## src/dtdm_pkg.sv

```systemverilog
// Shared types, constants and helper functions for the departure delay block.
`default_nettype none
package dtdm_pkg;

   localparam int YEAR_W   = 14;
   localparam int MONTH_W  = 4;
   localparam int DAY_W    = 5;
   localparam int HOUR_W   = 5;
   localparam int MINUTE_W = 6;

   localparam int Q100_W   = 8;   // year / 100 for any 14-bit year
   localparam int YDAY_W   = 10;  // day of year, 0..364 plus slack
   localparam int HM_W     = 11;  // minute of day
   localparam int DAYS_W   = 23;  // days since the epoch
   localparam int MIN_W    = 33;  // minutes since the epoch
   localparam int PROD_W   = 27;  // year times reciprocal of 100

   localparam int EPOCH_YEAR         = 1970;
   localparam int LEAPS_BEFORE_EPOCH = 477;  // leap years in 1..1969
   localparam int DAYS_PER_YEAR      = 365;
   localparam int MIN_PER_DAY        = 1440;
   localparam int MIN_PER_HOUR       = 60;
   localparam int RECIP_100          = 5243; // 2^19 / 100, rounded up
   localparam int RECIP_SHIFT        = 19;
   localparam int QUEUE_DEPTH        = 2;

   localparam logic [MONTH_W-1:0] MONTH_JAN = 4'd1;
   localparam logic [MONTH_W-1:0] MONTH_FEB = 4'd2;
   localparam logic [MONTH_W-1:0] MONTH_MAR = 4'd3;
   localparam logic [MONTH_W-1:0] MONTH_APR = 4'd4;
   localparam logic [MONTH_W-1:0] MONTH_MAY = 4'd5;
   localparam logic [MONTH_W-1:0] MONTH_JUN = 4'd6;
   localparam logic [MONTH_W-1:0] MONTH_JUL = 4'd7;
   localparam logic [MONTH_W-1:0] MONTH_AUG = 4'd8;
   localparam logic [MONTH_W-1:0] MONTH_SEP = 4'd9;
   localparam logic [MONTH_W-1:0] MONTH_OCT = 4'd10;
   localparam logic [MONTH_W-1:0] MONTH_NOV = 4'd11;
   localparam logic [MONTH_W-1:0] MONTH_DEC = 4'd12;

   typedef struct packed {
      logic [YEAR_W-1:0]   year;
      logic [MONTH_W-1:0]  month;
      logic [DAY_W-1:0]    day;
      logic [HOUR_W-1:0]   hour;
      logic [MINUTE_W-1:0] minute;
   } stamp_type;

   // Classified word handed from front to back
   typedef struct packed {
      logic      ok;
      stamp_type sched;
      stamp_type act;
   } item_type;

   function automatic logic stamp_ok(input stamp_type s);
      return (s.month >= MONTH_JAN) && (s.month <= MONTH_DEC) &&
             (s.day != '0) && (s.hour <= HOUR_W'(23)) && (s.minute <= MINUTE_W'(59));
   endfunction

   // Exact floor(y / 100) for every 14-bit y
   function automatic logic [Q100_W-1:0] div100(input logic [YEAR_W-1:0] y);
      logic [PROD_W-1:0] p;
      p = PROD_W'(y) * PROD_W'(RECIP_100);
      return p[PROD_W-1 -: Q100_W];
   endfunction

   function automatic logic [8:0] days_before_month(input logic [MONTH_W-1:0] m);
      logic [8:0] d;
      case (m)
         MONTH_FEB: d = 9'd31;
         MONTH_MAR: d = 9'd59;
         MONTH_APR: d = 9'd90;
         MONTH_MAY: d = 9'd120;
         MONTH_JUN: d = 9'd151;
         MONTH_JUL: d = 9'd181;
         MONTH_AUG: d = 9'd212;
         MONTH_SEP: d = 9'd243;
         MONTH_OCT: d = 9'd273;
         MONTH_NOV: d = 9'd304;
         MONTH_DEC: d = 9'd334;
         default:   d = 9'd0;
      endcase
      return d;
   endfunction

endpackage
`default_nettype wire

```

## src/dtdm_req_if.sv

```systemverilog
// Request channel: scheduled and actual date-time fields.
`default_nettype none
interface dtdm_req_if;
   logic                              valid;
   logic                              ready;
   logic [dtdm_pkg::YEAR_W-1:0]       sched_year;
   logic [dtdm_pkg::MONTH_W-1:0]      sched_month;
   logic [dtdm_pkg::DAY_W-1:0]        sched_day;
   logic [dtdm_pkg::HOUR_W-1:0]       sched_hour;
   logic [dtdm_pkg::MINUTE_W-1:0]     sched_minute;
   logic [dtdm_pkg::YEAR_W-1:0]       act_year;
   logic [dtdm_pkg::MONTH_W-1:0]      act_month;
   logic [dtdm_pkg::DAY_W-1:0]        act_day;
   logic [dtdm_pkg::HOUR_W-1:0]       act_hour;
   logic [dtdm_pkg::MINUTE_W-1:0]     act_minute;

   modport source (output valid, sched_year, sched_month, sched_day, sched_hour,
                   sched_minute, act_year, act_month, act_day, act_hour, act_minute,
                   input ready);
   modport sink   (input valid, sched_year, sched_month, sched_day, sched_hour,
                   sched_minute, act_year, act_month, act_day, act_hour, act_minute,
                   output ready);
endinterface
`default_nettype wire

```

## src/dtdm_rsp_if.sv

```systemverilog
// Response channel: validity, late flag and delay.
`default_nettype none
interface dtdm_rsp_if;
   logic                           valid;
   logic                           ready;
   logic                           both_valid;
   logic                           is_late;
   logic [dtdm_pkg::MIN_W-1:0]     delay_minutes;

   modport source (output valid, both_valid, is_late, delay_minutes, input ready);
   modport sink   (input valid, both_valid, is_late, delay_minutes, output ready);
endinterface
`default_nettype wire

```

## src/dtdm_front.sv

```systemverilog
// Front stage: registers the request word and classifies both date-times.
`default_nettype none
module dtdm_front (
   input  wire logic           clock,
   input  wire logic           reset,
   dtdm_req_if.sink            req_ch,
   output dtdm_pkg::item_type  push_item,
   output logic                push_valid,
   input  wire logic           push_ready
);

   dtdm_pkg::item_type  item_ff, item_in;
   logic                valid_ff, valid_in;
   logic                accept;

   assign req_ch.ready = !valid_ff || push_ready;
   assign accept       = req_ch.valid && req_ch.ready;

   always_comb begin
      item_in.sched.year   = req_ch.sched_year;
      item_in.sched.month  = req_ch.sched_month;
      item_in.sched.day    = req_ch.sched_day;
      item_in.sched.hour   = req_ch.sched_hour;
      item_in.sched.minute = req_ch.sched_minute;
      item_in.act.year     = req_ch.act_year;
      item_in.act.month    = req_ch.act_month;
      item_in.act.day      = req_ch.act_day;
      item_in.act.hour     = req_ch.act_hour;
      item_in.act.minute   = req_ch.act_minute;
      item_in.ok           = dtdm_pkg::stamp_ok(item_in.sched) &&
                             dtdm_pkg::stamp_ok(item_in.act);
   end

   always_comb begin
      valid_in = valid_ff;
      if (accept) begin
         valid_in = 1'b1;
      end else if (push_ready) begin
         valid_in = 1'b0;
      end
   end

   always_ff @(posedge clock) begin
      if (reset) begin
         valid_ff <= 1'b0;
      end else begin
         valid_ff <= valid_in;
      end
   end

   always_ff @(posedge clock) begin
      if (accept) begin
         item_ff <= item_in;
      end
   end

   assign push_item  = item_ff;
   assign push_valid = valid_ff;

endmodule
`default_nettype wire

```

## src/dtdm_queue.sv

```systemverilog
// Short queue of classified words between front and back.
`default_nettype none
module dtdm_queue #(
   parameter int DEPTH = dtdm_pkg::QUEUE_DEPTH
) (
   input  wire logic                clock,
   input  wire logic                reset,
   input  wire dtdm_pkg::item_type  push_item,
   input  wire logic                push_valid,
   output logic                     push_ready,
   output dtdm_pkg::item_type       pop_item,
   output logic                     pop_valid,
   input  wire logic                pop_ready
);

   localparam int PTR_W = (DEPTH > 1) ? $clog2(DEPTH) : 1;
   localparam int CNT_W = $clog2(DEPTH + 1);
   localparam logic [PTR_W-1:0] LAST = PTR_W'(DEPTH - 1);

   dtdm_pkg::item_type  queue_ff [DEPTH];
   logic [PTR_W-1:0]    wr_ptr_ff, wr_ptr_in;
   logic [PTR_W-1:0]    rd_ptr_ff, rd_ptr_in;
   logic [CNT_W-1:0]    count_ff, count_in;
   logic                push, pop;

   assign push_ready = (count_ff != CNT_W'(DEPTH));
   assign pop_valid  = (count_ff != '0);
   assign push       = push_valid && push_ready;
   assign pop        = pop_valid && pop_ready;
   assign pop_item   = queue_ff[rd_ptr_ff];

   always_comb begin
      wr_ptr_in = wr_ptr_ff;
      rd_ptr_in = rd_ptr_ff;
      count_in  = count_ff;
      if (push) begin
         wr_ptr_in = (wr_ptr_ff == LAST) ? '0 : wr_ptr_ff + 1'b1;
      end
      if (pop) begin
         rd_ptr_in = (rd_ptr_ff == LAST) ? '0 : rd_ptr_ff + 1'b1;
      end
      case ({push, pop})
         2'b10:   count_in = count_ff + 1'b1;
         2'b01:   count_in = count_ff - 1'b1;
         default: count_in = count_ff;
      endcase
   end

   always_ff @(posedge clock) begin
      if (reset) begin
         wr_ptr_ff <= '0;
         rd_ptr_ff <= '0;
         count_ff  <= '0;
      end else begin
         wr_ptr_ff <= wr_ptr_in;
         rd_ptr_ff <= rd_ptr_in;
         count_ff  <= count_in;
      end
   end

   always_ff @(posedge clock) begin
      if (push) begin
         queue_ff[wr_ptr_ff] <= push_item;
      end
   end

   // Occupancy never runs past the depth
   a_count_range: assert property (@(posedge clock) disable iff (reset)
      count_ff <= CNT_W'(DEPTH))
      else $error("queue occupancy beyond depth");

   // A word popped at a full queue frees a slot in the next cycle unless refilled
   a_full_drain: assert property (@(posedge clock) disable iff (reset)
      (!push_ready && pop && !push_valid) |=> push_ready)
      else $error("queue stayed full after pop");

endmodule
`default_nettype wire

```

## src/dtdm_back.sv

```systemverilog
// Back pipeline: epoch minutes for both date-times, then compare and subtract.
`default_nettype none
module dtdm_back (
   input  wire logic                clock,
   input  wire logic                reset,
   input  wire dtdm_pkg::item_type  pop_item,
   input  wire logic                pop_valid,
   output logic                     pop_ready,
   dtdm_rsp_if.source               rsp_ch
);

   localparam int YW = dtdm_pkg::YEAR_W;
   localparam int QW = dtdm_pkg::Q100_W;
   localparam int DW = dtdm_pkg::DAYS_W;
   localparam int MW = dtdm_pkg::MIN_W;
   localparam int HW = dtdm_pkg::HM_W;
   localparam int ZW = dtdm_pkg::YDAY_W;

   logic                  adv;
   dtdm_pkg::stamp_type   lane [2];

   // stage 1: year split and day-of-year base
   logic                  s1_valid_ff, s1_valid_in;
   logic                  s1_ok_ff;
   logic                  s1_after_ff   [2];
   logic                  s1_past_feb_ff[2];
   logic [YW-1:0]         s1_dy_ff      [2];
   logic [YW-3:0]         s1_x4_ff      [2];
   logic [QW-1:0]         s1_q100x_ff   [2];
   logic [QW-1:0]         s1_q100y_ff   [2];
   logic [YW-1:0]         s1_year_ff    [2];
   logic [ZW-1:0]         s1_yday_ff    [2];
   logic [HW-1:0]         s1_hm_ff      [2];
   logic                  s1_after_in   [2];
   logic                  s1_past_feb_in[2];
   logic [YW-1:0]         s1_dy_in      [2];
   logic [YW-1:0]         s1_xm1        [2];
   logic [ZW-1:0]         s1_yday_in    [2];
   logic [HW-1:0]         s1_hm_in      [2];

   // stage 2: day count
   logic                  s2_valid_ff;
   logic                  s2_ok_ff;
   logic [DW-1:0]         s2_days_ff    [2];
   logic [HW-1:0]         s2_hm_ff      [2];
   logic [DW-1:0]         s2_days_in    [2];
   logic [DW-1:0]         s2_ydays      [2];
   logic                  s2_leap       [2];

   // stage 3: minute count
   logic                  s3_valid_ff;
   logic                  s3_ok_ff;
   logic [MW-1:0]         s3_min_ff     [2];
   logic [MW-1:0]         s3_min_in     [2];

   // output register
   logic                  out_valid_ff, out_valid_in;
   logic                  out_ok_ff;
   logic                  out_late_ff, out_late_in;
   logic [MW-1:0]         out_delay_ff, out_delay_in;

   assign adv       = !out_valid_ff || rsp_ch.ready;
   assign pop_ready = adv;
   assign lane[0]   = pop_item.sched;
   assign lane[1]   = pop_item.act;

   always_comb begin
      s1_valid_in = pop_valid;
      for (int i = 0; i < 2; i++) begin
         s1_after_in[i]    = lane[i].year > YW'(dtdm_pkg::EPOCH_YEAR);
         s1_dy_in[i]       = lane[i].year - YW'(dtdm_pkg::EPOCH_YEAR);
         s1_xm1[i]         = lane[i].year - 1'b1;
         s1_past_feb_in[i] = lane[i].month > dtdm_pkg::MONTH_FEB;
         // wraps for day zero; such words are invalid and masked at the end
         s1_yday_in[i]     = ZW'(dtdm_pkg::days_before_month(lane[i].month))
                             + ZW'(lane[i].day) - 1'b1;
         s1_hm_in[i]       = HW'(lane[i].hour) * HW'(dtdm_pkg::MIN_PER_HOUR)
                             + HW'(lane[i].minute);
      end
   end

   always_comb begin
      for (int i = 0; i < 2; i++) begin
         s2_leap[i]  = (s1_year_ff[i][1:0] == 2'b00) &&
                       ((s1_year_ff[i] != YW'(s1_q100y_ff[i]) * YW'(100)) ||
                        (s1_q100y_ff[i][1:0] == 2'b00));
         s2_ydays[i] = s1_after_ff[i] ?
                       DW'(s1_dy_ff[i]) * DW'(dtdm_pkg::DAYS_PER_YEAR)
                       + DW'(s1_x4_ff[i]) - DW'(s1_q100x_ff[i])
                       + DW'(s1_q100x_ff[i][QW-1:2])
                       - DW'(dtdm_pkg::LEAPS_BEFORE_EPOCH) : '0;
         s2_days_in[i] = s2_ydays[i] + DW'(s1_yday_ff[i])
                         + DW'(s1_past_feb_ff[i] && s2_leap[i]);
      end
   end

   always_comb begin
      for (int i = 0; i < 2; i++) begin
         s3_min_in[i] = MW'(s2_days_ff[i]) * MW'(dtdm_pkg::MIN_PER_DAY)
                        + MW'(s2_hm_ff[i]);
      end
   end

   always_comb begin
      out_valid_in = s3_valid_ff;
      out_late_in  = s3_ok_ff && (s3_min_ff[1] > s3_min_ff[0]);
      out_delay_in = out_late_in ? s3_min_ff[1] - s3_min_ff[0] : '0;
   end

   always_ff @(posedge clock) begin
      if (reset) begin
         s1_valid_ff  <= 1'b0;
         s2_valid_ff  <= 1'b0;
         s3_valid_ff  <= 1'b0;
         out_valid_ff <= 1'b0;
      end else if (adv) begin
         s1_valid_ff  <= s1_valid_in;
         s2_valid_ff  <= s1_valid_ff;
         s3_valid_ff  <= s2_valid_ff;
         out_valid_ff <= out_valid_in;
      end
   end

   always_ff @(posedge clock) begin
      if (adv) begin
         s1_ok_ff  <= pop_item.ok;
         s2_ok_ff  <= s1_ok_ff;
         s3_ok_ff  <= s2_ok_ff;
         out_ok_ff <= s3_ok_ff;
         out_late_ff  <= out_late_in;
         out_delay_ff <= out_delay_in;
         for (int i = 0; i < 2; i++) begin
            s1_after_ff[i]    <= s1_after_in[i];
            s1_past_feb_ff[i] <= s1_past_feb_in[i];
            s1_dy_ff[i]       <= s1_dy_in[i];
            s1_x4_ff[i]       <= s1_xm1[i][YW-1:2];
            s1_q100x_ff[i]    <= dtdm_pkg::div100(s1_xm1[i]);
            s1_q100y_ff[i]    <= dtdm_pkg::div100(lane[i].year);
            s1_year_ff[i]     <= lane[i].year;
            s1_yday_ff[i]     <= s1_yday_in[i];
            s1_hm_ff[i]       <= s1_hm_in[i];
            s2_days_ff[i]     <= s2_days_in[i];
            s2_hm_ff[i]       <= s1_hm_ff[i];
            s3_min_ff[i]      <= s3_min_in[i];
         end
      end
   end

   assign rsp_ch.valid         = out_valid_ff;
   assign rsp_ch.both_valid    = out_ok_ff;
   assign rsp_ch.is_late       = out_late_ff;
   assign rsp_ch.delay_minutes = out_delay_ff;

   a_late_needs_valid: assert property (@(posedge clock) disable iff (reset)
      (out_valid_ff && out_late_ff) |-> out_ok_ff)
      else $error("late flag on an invalid word");

   a_delay_matches_flag: assert property (@(posedge clock) disable iff (reset)
      out_valid_ff |-> (out_late_ff == (out_delay_ff != '0)))
      else $error("delay and late flag disagree");

   a_stall_holds: assert property (@(posedge clock) disable iff (reset)
      (out_valid_ff && !rsp_ch.ready) |=> (out_valid_ff && $stable(out_delay_ff)))
      else $error("output word changed while stalled");

endmodule
`default_nettype wire

```

## src/datetime_delay_minutes_top.sv

```systemverilog
// Departure delay block: front classifier, word queue and arithmetic back end.
// A word passes the front register, the queue and the back pipeline on its way to the response.
// Throughput: one word per cycle; the 4-stage back pipeline advances as a whole
// whenever the output register is free or being taken.
// Reset (synchronous, active high) clears the valid flags and queue pointers;
// there is no memory to sweep, so requests are taken from the first cycle after.
`default_nettype none
module datetime_delay_minutes_top #(
   parameter int QUEUE_DEPTH = dtdm_pkg::QUEUE_DEPTH
) (
   input  wire logic      clock,
   input  wire logic      reset,
   dtdm_req_if.sink       req_ch,
   dtdm_rsp_if.source     rsp_ch
);

   dtdm_pkg::item_type  push_item;
   logic                push_valid;
   logic                push_ready;
   dtdm_pkg::item_type  pop_item;
   logic                pop_valid;
   logic                pop_ready;

   dtdm_front u_front (
      .clock      (clock),
      .reset      (reset),
      .req_ch     (req_ch),
      .push_item  (push_item),
      .push_valid (push_valid),
      .push_ready (push_ready)
   );

   dtdm_queue #(
      .DEPTH (QUEUE_DEPTH)
   ) u_queue (
      .clock      (clock),
      .reset      (reset),
      .push_item  (push_item),
      .push_valid (push_valid),
      .push_ready (push_ready),
      .pop_item   (pop_item),
      .pop_valid  (pop_valid),
      .pop_ready  (pop_ready)
   );

   dtdm_back u_back (
      .clock     (clock),
      .reset     (reset),
      .pop_item  (pop_item),
      .pop_valid (pop_valid),
      .pop_ready (pop_ready),
      .rsp_ch    (rsp_ch)
   );

endmodule
`default_nettype wire
```

## src/flat_wrapper.sv

```systemverilog
// flat-port wrapper written by rule: the top's interface ports become plain ports
module datetime_delay_minutes_top_flat 
#(
   parameter int QUEUE_DEPTH = dtdm_pkg::QUEUE_DEPTH
)
  (clock, reset, req_ch_valid, req_ch_sched_year, req_ch_sched_month, req_ch_sched_day, req_ch_sched_hour, req_ch_sched_minute, req_ch_act_year, req_ch_act_month, req_ch_act_day, req_ch_act_hour, req_ch_act_minute, req_ch_ready, rsp_ch_valid, rsp_ch_both_valid, rsp_ch_is_late, rsp_ch_delay_minutes, rsp_ch_ready);
  dtdm_req_if req_ch_i ();
  dtdm_rsp_if rsp_ch_i ();
  input  wire logic clock;
  input  wire logic reset;
  input wire logic [$bits(req_ch_i.valid)-1:0] req_ch_valid;
  input wire logic [$bits(req_ch_i.sched_year)-1:0] req_ch_sched_year;
  input wire logic [$bits(req_ch_i.sched_month)-1:0] req_ch_sched_month;
  input wire logic [$bits(req_ch_i.sched_day)-1:0] req_ch_sched_day;
  input wire logic [$bits(req_ch_i.sched_hour)-1:0] req_ch_sched_hour;
  input wire logic [$bits(req_ch_i.sched_minute)-1:0] req_ch_sched_minute;
  input wire logic [$bits(req_ch_i.act_year)-1:0] req_ch_act_year;
  input wire logic [$bits(req_ch_i.act_month)-1:0] req_ch_act_month;
  input wire logic [$bits(req_ch_i.act_day)-1:0] req_ch_act_day;
  input wire logic [$bits(req_ch_i.act_hour)-1:0] req_ch_act_hour;
  input wire logic [$bits(req_ch_i.act_minute)-1:0] req_ch_act_minute;
  output wire logic [$bits(req_ch_i.ready)-1:0] req_ch_ready;
  output wire logic [$bits(rsp_ch_i.valid)-1:0] rsp_ch_valid;
  output wire logic [$bits(rsp_ch_i.both_valid)-1:0] rsp_ch_both_valid;
  output wire logic [$bits(rsp_ch_i.is_late)-1:0] rsp_ch_is_late;
  output wire logic [$bits(rsp_ch_i.delay_minutes)-1:0] rsp_ch_delay_minutes;
  input wire logic [$bits(rsp_ch_i.ready)-1:0] rsp_ch_ready;
  assign req_ch_i.valid = req_ch_valid;
  assign req_ch_i.sched_year = req_ch_sched_year;
  assign req_ch_i.sched_month = req_ch_sched_month;
  assign req_ch_i.sched_day = req_ch_sched_day;
  assign req_ch_i.sched_hour = req_ch_sched_hour;
  assign req_ch_i.sched_minute = req_ch_sched_minute;
  assign req_ch_i.act_year = req_ch_act_year;
  assign req_ch_i.act_month = req_ch_act_month;
  assign req_ch_i.act_day = req_ch_act_day;
  assign req_ch_i.act_hour = req_ch_act_hour;
  assign req_ch_i.act_minute = req_ch_act_minute;
  assign req_ch_ready = req_ch_i.ready;
  assign rsp_ch_valid = rsp_ch_i.valid;
  assign rsp_ch_both_valid = rsp_ch_i.both_valid;
  assign rsp_ch_is_late = rsp_ch_i.is_late;
  assign rsp_ch_delay_minutes = rsp_ch_i.delay_minutes;
  assign rsp_ch_i.ready = rsp_ch_ready;
  datetime_delay_minutes_top #(.QUEUE_DEPTH(QUEUE_DEPTH)) u_core (.clock(clock), .reset(reset), .req_ch(req_ch_i), .rsp_ch(rsp_ch_i));
endmodule
```

## config.mk

```make
export PLATFORM = sky130hd
export DESIGN_NAME = datetime_delay_minutes_top_flat
export DESIGN_NICKNAME = d
export VERILOG_FILES = /design/src/dtdm_pkg.sv /design/src/dtdm_req_if.sv /design/src/dtdm_rsp_if.sv /design/src/dtdm_front.sv /design/src/dtdm_queue.sv /design/src/dtdm_back.sv /design/src/datetime_delay_minutes_top.sv /design/src/flat_wrapper.sv
export SDC_FILE = /design/constraint.sdc
export NUM_CORES = 2
export LEC_CHECK = 0
export BUFFER_PORTS_ARGS = -buffer_cell sky130_fd_sc_hd__buf_2
export CAP_MARGIN = 30
export CORE_MARGIN = 4
export CORE_UTILIZATION = 45
export DETAILED_ROUTE_END_ITERATION = 10
export PLACE_DENSITY = 0.64
export SETUP_SLACK_MARGIN = 0.02
export SLEW_MARGIN = 20
export SYNTH_ARGS = -nofsm -noshare
export SYNTH_HDL_FRONTEND = slang
export SYNTH_SLANG_ARGS = --single-unit
export TNS_END_PERCENT = 30
```

## constraint.sdc

```tcl
create_clock -name clock -period 17.4 [get_ports clock]
set_clock_uncertainty 0.2 [all_clocks]
set_input_delay 2.61 -clock clock [delete_from_list [all_inputs] [get_ports clock]]
set_output_delay 2.61 -clock clock [all_outputs]
set_load 0.02 [all_outputs]
```

# [Word-level counts from Yosys, hierarchy flattened]
# Memory sizes are Yosys's and may differ from the RTL's. A register that Yosys moved wholly into a read port is not among the register bits.
# Index checks and enable logic that the tools add are counted.
[word_totals] memories=15 romBits=288 wordCells=144 output_inout_bits=37 ramBits=430 register_bits=116
[memory_table] memory="(no name shown)" depth=16 word_bits=9 rd=1 rd_ports_with_merged_regs=0 write_ports=0 line="dtdm_pkg.sv:69" text="case (m)"
[memory_table] memory="(no name shown)" depth=16 word_bits=9 rd=1 rd_ports_with_merged_regs=0 write_ports=0 line="dtdm_pkg.sv:69"
[memory_table] memory="u_core.u_queue.queue_ff" depth=2 word_bits=69 rd=1 rd_ports_with_merged_regs=1 write_ports=1 line="dtdm_queue.sv:20" text="dtdm_pkg::item_type queue_ff [DEPTH];"
[memory_table] memory="u_core.u_back.s3_min_ff" depth=2 word_bits=33 rd=2 rd_ports_with_merged_regs=0 write_ports=2 line="dtdm_back.sv:53" text="logic [MW-1:0] s3_min_ff [2];"
[memory_table] memory="u_core.u_back.s2_days_ff" depth=2 word_bits=23 rd=2 rd_ports_with_merged_regs=0 write_ports=2 line="dtdm_back.sv:44" text="logic [DW-1:0] s2_days_ff [2];"
[memory_table] memory="u_core.u_back.s1_dy_ff" depth=2 word_bits=14 rd=2 rd_ports_with_merged_regs=0 write_ports=2 line="dtdm_back.sv:27" text="logic [YW-1:0] s1_dy_ff [2];"
[memory_table] memory="9 more memories"
[op_classes] multipliers=12 n_eq_ne=5 addsub=29 n_reduce_logical=32 n_mux=13 n_lt_le_gt_ge=13
[ops] cell="$mul A14 B13 Y27 const B" n=4
[ops] cell="$add A33 B11 Y33" n=2
[ops] cell="$mul A23 B6 Y28 const B" n=2
[ops] cell="$add A23 B1 Y23" n=2
[ops] cell="$add A23 B10 Y23" n=2
[ops] cell="$add A23 B12 Y23" n=2
[ops] cell="$add A23 B6 Y23" n=2
[ops] cell="$mul A14 B9 Y23 const B" n=2
[ops] cell="$mux W23" n=2
[ops] cell="$sub A23 B8 Y23" n=2
[ops] cell="$sub A23 B9 Y23 const B" n=2
[ops] cell="$gt A33 B33 Y1" n=1
[ops] cell="$sub A33 B33 Y33" n=1
[ops] cell="$gt A14 B11 Y1 const B" n=2
[ops] cell="$ne A14 B14 Y1" n=2
[ops] cell="$sub A14 B1 Y14 const B" n=2
[ops] cell="$sub A14 B11 Y14 const B" n=2
[ops] cell="$mul A8 B5 Y12 const B" n=2
[ops] cell="$add A11 B6 Y11" n=2
[ops] cell="$add A9 B5 Y10" n=2
[ops] cell="$sub A10 B1 Y10 const B" n=2
[ops] cell="$mul A5 B4 Y9 const B" n=2
[ops] cell="$logic_and A1 B1 Y1" n=17
[ops] cell="$le A6 B6 Y1 const B" n=2
[ops] cell="other kinds (17)" n=41

# [Longest topological paths before layout]
# An unclocked memory read counts as a cell.
[depth] word_depth=9 depth_mapped=35 depth_no_buf=32

# [Cells and area by module]
# Synthesis repeated with hierarchy kept, for this count alone.
[hier_totals] hier_cells=4833 area_unflattened_um2=53595.2
[by_module_without_submodules] module="dtdm_back" cells_each=4505 instances=1 area_each_um2=46174.3 seq_area_each_um2=9929.5
[by_module_without_submodules] module="dtdm_queue" cells_each=239 instances=1 area_each_um2=5196.2 seq_area_each_um2=4244.1
[by_module_without_submodules] module="dtdm_front" cells_each=89 instances=1 area_each_um2=2224.6 seq_area_each_um2=2092.0

# [Least setup slack after synthesis]
# No wires, ideal clock.
[synth_timing] kind="input -> register" start="input port rsp_ch_ready" end="register u_core.u_queue.count_ff[1]" setup_time_ns=0.071 path_buffers=1 t_arrival_ns=14.606 path_slack_ns=2.523 stages=7 t_required_ns=17.129 path_cell_list="nand2b_1 > clkbuf_1 > o21ai_0 > inv_1 > ha_1 > or3_1 > a21oi_1"
[synth_between] elab_chain_len=4 elab_cells_between_ends=6 cone_classes="eq/ne (2); mux (1); reduce/logical (3)"
[synth_lines] element="from (decl)" line="flat_wrapper.sv:27" text="input wire logic [$bits(rsp_ch_i.ready)-1:0] rsp_ch_ready;"
[synth_lines] element="$logic_or A1 B1 Y1 *" line="dtdm_back.sv:62" text="assign adv = !out_valid_ff || rsp_ch.ready;"
[synth_lines] element="$logic_and A1 B1 Y1 *" line="dtdm_queue.sv:29" text="assign pop = pop_valid && pop_ready;"
[synth_lines] element="net u_core.u_queue.pop" line="dtdm_queue.sv:24" text="logic push, pop;"
[synth_lines] element="$eq A2 B1 Y1 / $eq A2 B2 Y1 (equally long branches)" line="dtdm_queue.sv:42" text="case ({push, pop})"
[synth_lines] element="$pmux W2 S2 / $reduce_bool A2 Y1 (equally long branches)"
[synth_lines] element="to (signal assigned)" line="dtdm_queue.sv:57" text="count_ff <= count_in;"
[synth_lines] element="to (decl)" line="dtdm_queue.sv:23" text="logic [CNT_W-1:0] count_ff, count_in;"
# Mark *: on every way through the listed nets, which the timed path passes. The rest lies on a longest branch.
# A chain may end at the register's enable or synchronous reset.

==> impl_metrics.tcl <==
set metrics [dict create \
    layout_setup_ws_ns 9.042 \
    fin_crit_ns 8.358 \
    wl_per_cell_um 16.07 \
    final-setup-viol-count 0 \
    syn_to_final_growth_pct 9.229 \
    status "complete, no violations" \
    synth_fa_ha_area_share_pct 40.39 \
    postCtsResizedCells 0 \
    drv_slew 0 \
    antenna_found_initial 4 \
    insertion_delay_ns 0.63 \
    htreeDepth 3 \
    grt-ovfl-total 0 \
    clockRootBuffer "clkbuf_16" \
    finalCritPeriodShare_pct 48.03 \
    std_cell_rows 126 \
    gp_congestion 0.8846 \
    synthFlopType "edfxtp_1" \
    start_util_pct 45.25 \
    synthDistinctLibCells 77 \
    wirelength_mm 106.4 \
    synthesis.nets 6358 \
    synth-xor-area-share_pct 5.482 \
    dp_hpwl_mm 88.13 \
    ys_ff_latch 545 \
    finalHoldViolations 0 \
    worstMarginPinSlew_ns 1.075 \
    synth_area_leader_cell "edfxtp_1" \
    grt.total_usage_pct 17.46 \
    ys_warn_count 0 \
    cp.required_ns 17.59 \
    synthCells 4864 \
    grt_pass1_vias 33820 \
    synth_top_area_share_pct 30.11 \
    synth_area_per_cell_sq_um 10.97 \
    die_w_um 352.4 \
    die_area_sq_um 124200 \
    ys_seq_area_share_pct 30.48 \
    setup_tns_ns 0 \
    dr.pass1.iters 5 \
    holdBufCountCts 0 \
    cts_buffer_depth 3 \
    synthArstFlopShare_pct 0 \
    netlist_top_cells_area "edfxtp_1 (30%), ha_1 (22%), fa_1 (19%)" \
    cts_inserted_buffers 66 \
    drt-initial-drc-count 1793 \
    vias 32930 \
    design_area_sq_um 58290 \
    nNetsFinal 6529 \
    slew_headroom_pct 28.36 \
    startpoint_type "flop" \
    synth_compound_area_share_pct 7.201 \
    place_area_sq_um 55940 \
    worst_setup_path_end_kind "flop" \
    dp_slack_ns 8.538 \
    grt_max_degree 191 \
    placed_cells 6496 \
    final_cell_mix "inv_1 (1156), ha_1 (921), edfxtp_1 (535)" \
    path_class "flop to flop" \
    synthMuxAreaShare_pct 1.594 \
    drcViolationCount 0 \
    synth_area_sq_um 53360 \
    cts_tree "done" \
    synth-simple-area-share_pct 6.443 \
    grt_setup_unrepaired "no" \
    synth_top_family_by_area "adder cells" \
    layout_commonest_cell "inv_1" \
    antenna_left 0 \
    maxCapViolations 0 \
    fmax_mhz 119.6 \
    die_height_um 352.4 \
    portBuffers 108 \
    routed_via_density 4.974 \
    drive_above_1_share_pct 5.901 \
    core_sq_um 117900 \
    num_io_pins 109 \
    cts.sinks 545 \
    grt_pass1_wl_mm 176.7 \
    clk_pin_slew_ns 0.07 \
    synth-edff-count 535 \
    cts_setup_buffers 0 \
    hp-class "flop to flop" \
    cp.arrival_ns 8.55 \
    cp_max_fo 42 \
    instances_no_fill 6621 \
]
## worst max-delay path, stage by stage (launching register included)
cell and delay, ns:
dfxtp_4 0.72, buf_4 0.65, mux2i_1 0.78, inv_1 0.50, xnor2_1 0.73, inv_1 0.26
fa_1 0.57, inv_1 0.04, ha_1 0.26, inv_1 0.05, fa_1 0.54, inv_1 0.05
fa_1 0.47, inv_1 0.05, fa_1 0.47, inv_1 0.04, ha_1 0.26, o21a_1 0.12
o21a_1 0.13, nand3_1 0.09, nor3_1 0.14, nor2_1 0.10, a311oi_1 0.41, a21o_1 0.23
a21oi_1 0.09, xnor2_1 0.12
## state kept, by name, summed over array words and instances (netlist names), 2 cells and up, named ones only
register / count
u_core.u_back.s1_q100x_ff: 16
u_core.u_back.s1_after_ff: 2
u_core.u_queue.queue_ff: 138
u_core.u_back.s2_hm_ff: 22
u_core.u_back.s1_hm_ff: 22
u_core.u_back.s1_dy_ff: 26
u_core.u_back.s1_q100y_ff: 16
u_core.u_back.s1_yday_ff: 20
u_core.u_back.s1_x4_ff: 24
u_core.u_back.s3_min_ff: 66
u_core.u_back.s1_past_feb_ff: 2
u_core.u_back.rsp_ch.delay_minutes: 33
u_core.u_back.s1_year_ff: 28
u_core.u_front.push_item: 69
u_core.u_queue.count_ff: 2
u_core.u_back.s2_days_ff: 46
## area by class of cell
class / count / area (sq um)
fillers: 10540 / 59640
multi-input cells: 3125 / 32640
flip-flops and latches: 545 / 16270
inverters: 1158 / 4347
well taps: 1536 / 1922
clock buffers: 71 / 1670
repair buffers: 139 / 830.8
clock inverters: 46 / 608.1
diodes: 1 / 2.502
## cells in the mapped netlist, drive strengths merged (11+ instances only)
master	n
ha	921
edfxtp	535
xor2	90
nor3	52
o211ai	22
o21ai	132
nor4	22
clkbuf	26
inv	1156
and3	31
o21a	30
o21bai	21
a21oi	166
fa	501
a21o	106
xnor2	244
nand3	52
mux2	24
a31oi	15
nand2b	32
a211oi	20
nor2b	34
mux2i	58
or3	11
nand2	169
and2	27
nand4	31
nor2	173
## metrics by stage
step | util, % | hold WS [ns]
final | 49.43 | 0.2148
after global routing | 49.42 | 0.2202
after detailed placement | 47.44 | 0.2045
after floorplan | - | 0.2003
after CTS | 49.37 | 0.2127
after global placement | 47.39 | 0.2037
## path summary, 6_finish.rpt
check | startpoint | slack, ns | to | cells after the start
hold / removal | u_core.u_back.s2_hm_ff[0][1]$_DFFE_PN_ | 0.21 | u_core.u_back.s3_min_ff[0][1]$_DFFE_PN_ | 0
setup / recovery | flop | 9.04 | u_core.u_back.s1_q100x_ff[0][14]$_DFFE_PN_ | 25
setup reg to reg | flop | 9.04 | u_core.u_back.s1_q100x_ff[0][14]$_DFFE_PN_ | 25
hold reg to reg | u_core.u_back.s2_hm_ff[0][1]$_DFFE_PN_ | 0.21 | u_core.u_back.s3_min_ff[0][1]$_DFFE_PN_ | 0
## layer usage
layer,vias up,part of all wire (%),track usage (%)
li1,16480,-,-
met1,15830,51,26.44
met2,511,43,26.67
met3,106,4.2,2.953
met4,2,1.6,2.971
met5,-,0.012,0
## cells by family (layout without fill, tap and decap cells)
family | after synthesis | after routing
simple gates | 688 | 688
fa+ha+maj | 1422 | 1422
xor+xnor | 334 | 334
mux | 82 | 82
flops | 545 | 545
buf+inv | 1194 | 1414
compound gates | 599 | 599
other cells | 0 | 1
Power is not shown: default switching activity piles up to over one toggle a cycle in this logic, so the estimate is an artifact.
